<file path="src/wpsg_pkg.sv">
// Package for the wavetable/PCM sound generator.
// Holds shared types and constants; no dependencies.
`default_nettype none
package wpsg_pkg;

  localparam logic [1:0] FUNC_WRITE = 2'd0;
  localparam logic [1:0] FUNC_READ  = 2'd1;
  localparam logic [1:0] FUNC_TICK  = 2'd2;
  localparam logic [1:0] FUNC_LOAD  = 2'd3;

  localparam int unsigned VOL_UNIT = (2 * 32 * 256) / 30;

  // Configuration register indexes.
  localparam logic [1:0] REG_XOR  = 2'd0;
  localparam logic [1:0] REG_PCM  = 2'd1;
  localparam logic [1:0] REG_WAVE = 2'd2;
  localparam logic [1:0] REG_ENV  = 2'd3;

  // One classified command passed from front to back.
  typedef struct packed {
    logic [1:0]  func;
    logic [12:0] off;
    logic [7:0]  data;
    logic [19:0] rom_addr;
  } cmd_t;

endpackage
`default_nettype wire

</file>
<file path="src/wpsg_front.sv">
// Front end: accepts items, applies the address XOR and queues commands.
// Depends on wpsg_pkg.
`default_nettype none
module wpsg_front
  import wpsg_pkg::*;
(
  input  wire logic        clk_i,
  input  wire logic        rst_ni,
  input  wire logic        in_valid_i,
  output logic             in_ready_o,
  input  wire logic [1:0]  func_i,
  input  wire logic [12:0] reg_offset_i,
  input  wire logic [7:0]  write_data_i,
  input  wire logic [19:0] rom_address_i,
  input  wire logic [12:0] address_xor_i,
  output logic             cmd_valid_o,
  input  wire logic        cmd_ready_i,
  output cmd_t             cmd_o
);

  // Two-entry queue.
  cmd_t       q_q [2];
  logic [1:0] cnt_q, cnt_d;
  logic       rd_q, rd_d, wr_q, wr_d;
  logic       push, pop;

  assign in_ready_o  = (cnt_q != 2'd2);
  assign cmd_valid_o = (cnt_q != 2'd0);
  assign cmd_o       = q_q[rd_q];
  assign push        = in_valid_i && in_ready_o;
  assign pop         = cmd_valid_o && cmd_ready_i;

  always_comb begin
    cnt_d = cnt_q + {1'b0, push} - {1'b0, pop};
    rd_d  = rd_q ^ pop;
    wr_d  = wr_q ^ push;
  end

  always_ff @(posedge clk_i or negedge rst_ni) begin
    if (!rst_ni) begin
      cnt_q <= 2'd0;
      rd_q  <= 1'b0;
      wr_q  <= 1'b0;
    end else begin
      cnt_q <= cnt_d;
      rd_q  <= rd_d;
      wr_q  <= wr_d;
    end
  end

  always_ff @(posedge clk_i) begin
    if (push) begin
      q_q[wr_q] <= '{func: func_i, off: reg_offset_i ^ address_xor_i,
                     data: write_data_i, rom_addr: rom_address_i};
    end
  end

endmodule
`default_nettype wire

</file>
<file path="config.mk">
export PLATFORM = sky130hd
export DESIGN_NAME = wpsg_front
export DESIGN_NICKNAME = d
export VERILOG_FILES = /design/src/wpsg_pkg.sv /design/src/wpsg_front.sv
export SDC_FILE = /design/constraint.sdc
export NUM_CORES = 1
export LEC_CHECK = 0
export BUFFER_PORTS_ARGS = -buffer_cell sky130_fd_sc_hd__buf_2
export CAP_MARGIN = 5
export CORE_MARGIN = 2
export CORE_UTILIZATION = 55
export CTS_CLUSTER_SIZE = 40
export DETAILED_ROUTE_END_ITERATION = 8
export GPL_ROUTABILITY_DRIVEN = 0
export PLACE_DENSITY = 0.88
export REMOVE_ABC_BUFFERS = 1
export SKIP_LAST_GASP = 1
export SYNTH_ARGS = -nofsm -noshare
export SYNTH_HDL_FRONTEND = slang
export SYNTH_SLANG_ARGS = --single-unit
</file>
<file path="constraint.sdc">
create_clock -name clk_i -period 3.6 [get_ports clk_i]
set_clock_uncertainty 0.1 [all_clocks]
set_input_delay 0.72 -clock clk_i [delete_from_list [all_inputs] [get_ports clk_i]]
set_output_delay 0.72 -clock clk_i [all_outputs]
set_load 0.02 [all_outputs]
</file>
# Word-level counts from Yosys, hierarchy flattened
# Memories as Yosys holds them, arrays and structs flattened.
# Index checks and enable logic that the tools add are counted.
[totals]
input_bits = 60
mem_bits_rw = 86
wordCells = 15
ff_bits = 4
n_memories = 1
output_inout_bits = 45
[classes]
n_eq_ne = 1
n_bitwise = 3
reduce_logical = 3
n_mux = 2
addsub = 2
[memory_table]
columns = ["memory", "depth", "word_bits", "read_ports", "rd_clocked_by_memory_dff", "wr", "line", "rtl"]
rows = [
  ["q_q", 2, 43, 1, 0, 1, "wpsg_front.sv:22", "cmd_t q_q [2];"],
]
[op_table]
columns = ["operator", "count"]
rows = [
  ["13-bit bitwise XOR", 1],
  ["2-bit by 1-bit adder with 2-bit output", 1],
  ["1-bit logical AND", 2],
  ["1-bit 2-to-1 mux", 2],
  ["2-bit inequality test (second input constant)", 1],
  ["2-bit nonzero test", 1],
  ["2-bit by 1-bit subtractor with 2-bit output", 1],
  ["1-bit bitwise XOR", 2],
]

# Depth between registers and ports, before layout
[logic_depth]
word_depth = 4
depth_mapped = 5
mapped_depth_nobuf = 5

# Worst setup path before layout
# Ideal clock, no wire load.
[synth_path]
kind = "input port to flip-flop"
start = "in in_valid_i"
end = "mem q_q[0][0] (netlist name), enable pin"
setup_slack_ns = 1.189
t_required_ns = 3.095
path_buffers = 0
setup_time_ns = 0.405
arrival_ns = 1.906
path_stages = 2
path_cell_list = "and2_1 > ha_1"
[synth_via]
elab_chain_cells = 3
[synth_lines]
columns = ["element", "line", "rtl"]
rows = [
  ["start, declared", "wpsg_front.sv:9", "input wire logic in_valid_i,"],
  ["1-bit logical AND", "wpsg_front.sv:30", "assign push = in_valid_i && in_ready_o;"],
  ["1-bit 2-to-1 mux", "wpsg_front.sv:52", "if (push) begin"],
  ["1-bit 2-to-1 mux (not written as such)", "wpsg_front.sv:53", "q_q[wr_q] <= '{func: func_i, off: reg_offset_i ^ address_xor_i,"],
  ["end, declared", "wpsg_front.sv:22", ""],
]
# Every way passes these cells.

==> flow_summary.ini <==
[setup_path]
critPathCaptureType = primary output
cp-start-kind = flop
critPathMaxFanout = 44
worstSetupPathType = flop to primary output
worstPathArrival_ns = 1.99
cp_data_required_time_ns = 2.78
reg2reg_depth = 4

[floorplanning]
die_w_um = 83.3
chipHeight_um = 83.3
initial_core_util_pct = 57.7
num_rows = 28
fp.dieArea_um2 = 6940
core_area_um2 = 5990
io_pins = 105

[placement]
pre_cts_ws_ns = 1.15
port-buffer-count = 104
dpl.hpwl_mm = 3.87
placed_cell_area_um2 = 4040
dpl.cell_count = 345

[clock_network]
cts_sinks = 90
clk-insertion-delay-late_ns = 0.34
htreeDepth = 3
cts_max_path_buffers = 2
tritoncts = yes
ctsRootBufferMaster = clkbuf_8
post_cts_buffers = 0
cts.clk_slew.worst_paths_ns = 0.08
cts-buffers-inserted = 9
ctsResizeCount = 0
cts_hold_buf = 0

[final_layout]
antennaDiodeCount = 0
post-route-cell-area_um2 = 4190
final_cells = 361
multi_input_area_um2 = 723
area_growth_pct = 21.1
regArea_um2 = 2680
drive_gt1_share_pct = 57.0
fillers = 412
nets = 343

[timing]
slew_viol_final = 0
rsz0062_at_grt = no
tightest_slew_ns = 1.01
fin_tns_setup_ns = 0
finalCriticalPeriod_ns = 2.81
hold_viol = 0
fmax_mhz = 356
setup_viol = 0
fin_crit_sh_pct = 78.1
slew_headroom_pct = 32.5
fin_ws_ns = 0.788

[route]
drt_first_pass_iters = 4
drc = 0
viasPerCell = 5.06
via_count = 1828
wl_mm = 5.82
ant_nets = 0
wl_per_cell_um = 16.1
drt-initial-drc-count = 136

[synthesis]
ys_types = 21
async_flop_share_pct = 4.44
synth_top_area_share_pct = 74.6
synth-seq-cells = 90
synth_common_cells = edfxtp_1, mux2_2, xor2_1
synth_most_common_cell = edfxtp_1
synth_edf_count = 86
seq_area_frac_synth_pct = 77.5
syn_area_um2 = 3460
ys.warnings.count = 0
postSynthCellCount = 170
synth-main-ff-cell = edfxtp_1
synth_area_leaders = edfxtp_1, mux2_2, xor2_1
yosysTopAreaCell = edfxtp_1
synth.avg_cell_area_um2 = 20.4

[global_routing]
track_usage_pct = 17.5
antenna_found_initial = 0
busiest_layer = met2
grt_pass1_wl_mm = 9.25
met1_usage_pct = 23.2
gr-total-overflow = 0
use_met2_pct = 27.5
grt_max_degree = 45
use_met3_pct = 4.37
grt_pass1_vias = 1911

[run_status]
status = finished clean

[min_path]
min_path_type = input port to async pin

[power_and_ir_drop]
p_sw_share_pct = 33.6
power_density_nw_per_um2 = 771
irDropWorstVdd_v = 0.000587
power_switching_mw = 1.09
p_clk_share_pct = 17.1
total_power_mw = 3.23
p_int_mw = 2.14
seq_power_share_pct = 49.6
power_leakage_nw = 1.63
power.share.combinational_pct = 33.3

[run]
maxCapViolCount = 0
-- registers in the layout, summed over array words and instances (netlist names) --
| signal | cells |
|---|---|
| rd_q | 1 |
| cnt_q | 2 |
| wr_q | 1 |
| q_q | 86 |
-- final cells by class --
cell class	instances	area share (%)
multi-input cells	73	17.3
clock buffers	11	3.14
inverters	2	0.179
clock inverters	5	0.508
repair buffers	105	12.6
flip-flops and latches	90	64.1
well taps	75	2.24
-- logic make-up (layout without fill, tap and decap cells) --
kind of cell | Yosys count | in the layout | synth area share [%]
flops | 90 | 90 | 77.5
mux | 43 | 43 | 14.0
xor+xnor | 15 | 15 | 3.80
simple gates | 9 | 9 | 1.37
buf+inv | 7 | 123 | 1.66
compound gates | 4 | 4 | 0.904
fa+ha+maj | 2 | 2 | 0.723
-- cells in the final DEF, fill, tap and decap left out --
cell / netlist / layout
clkinv_1: 0 / 3
edfxtp_1: 86 / 86
xnor2_1: 2 / 2
nor2b_1: 1 / 1
nand2_1: 1 / 1
or2_2: 1 / 1
buf_4: 0 / 1
dfrtp_1: 4 / 3
buf_2: 1 / 104
a21bo_1: 1 / 1
nor2_1: 2 / 2
inv_1: 2 / 2
and2_1: 1 / 1
o21ai_0: 1 / 1
clkinv_2: 0 / 2
and3_2: 0 / 1
nand3_1: 1 / 1
nand2b_1: 1 / 1
a32oi_1: 1 / 1
ha_1: 2 / 1
xor2_1: 13 / 13
dfrtp_2: 0 / 1
mux2_2: 43 / 43
ha_2: 0 / 1
clkbuf_8: 0 / 9
a211oi_1: 1 / 1
clkbuf_1: 0 / 2
-- stage by stage --
step	hold slack (ns)	utilization, %
after detailed placement	0.435	67.4
after global routing	0.0531	69.9
after CTS	0.0658	69.9
after floorplan	0.324	-
after global placement	0.430	67.4
final	0.0754	69.9
-- path summary, 6_finish.rpt --
check                                    from                   to  slack, ns
hold / removal                         rst_ni   cnt_q[1]$_DFF_PN0_       0.08
max in group asynchronous              rst_ni       rd_q$_DFF_PN0_       3.19
min in group clk_i           rom_address_i[9]  q_q[0][9]$_DFFE_PP_       0.47
hold reg to reg            cnt_q[0]$_DFF_PN0_   cnt_q[0]$_DFF_PN0_       0.54
setup / recovery               rd_q$_DFF_PN0_            cmd_o[17]       0.79
setup reg to reg           cnt_q[0]$_DFF_PN0_  q_q[0][4]$_DFFE_PP_       1.49
-- power groups by stage --
| stage | clock network [mW] | logic, mW | registers, mW |
|---|---|---|---|
| 5_1_grt | 0.618 | 1.15 | 1.64 |
| 3_3_place_gp | 0 | 1.08 | 1.61 |
| 2_1_floorplan | 0 | 0.756 | 1.58 |
| 3_5_place_dp | 0 | 1.09 | 1.63 |
| 4_1_cts | 0.566 | 1.09 | 1.61 |
| 6_report | 0.553 | 1.07 | 1.60 |
-- metal layers --
metal	routed length, µm	up-vias
li1	-	876
met3	309	4
met2	2870	65
met5	0	-
met1	2580	883
met4	62	0
-- critical path, cell delays in order, from the launching register on --
cell     delay, ns
dfrtp_2       1.04
mux2_2        0.43
buf_2         0.16
Note: power is estimated with default switching activity, not from simulation.
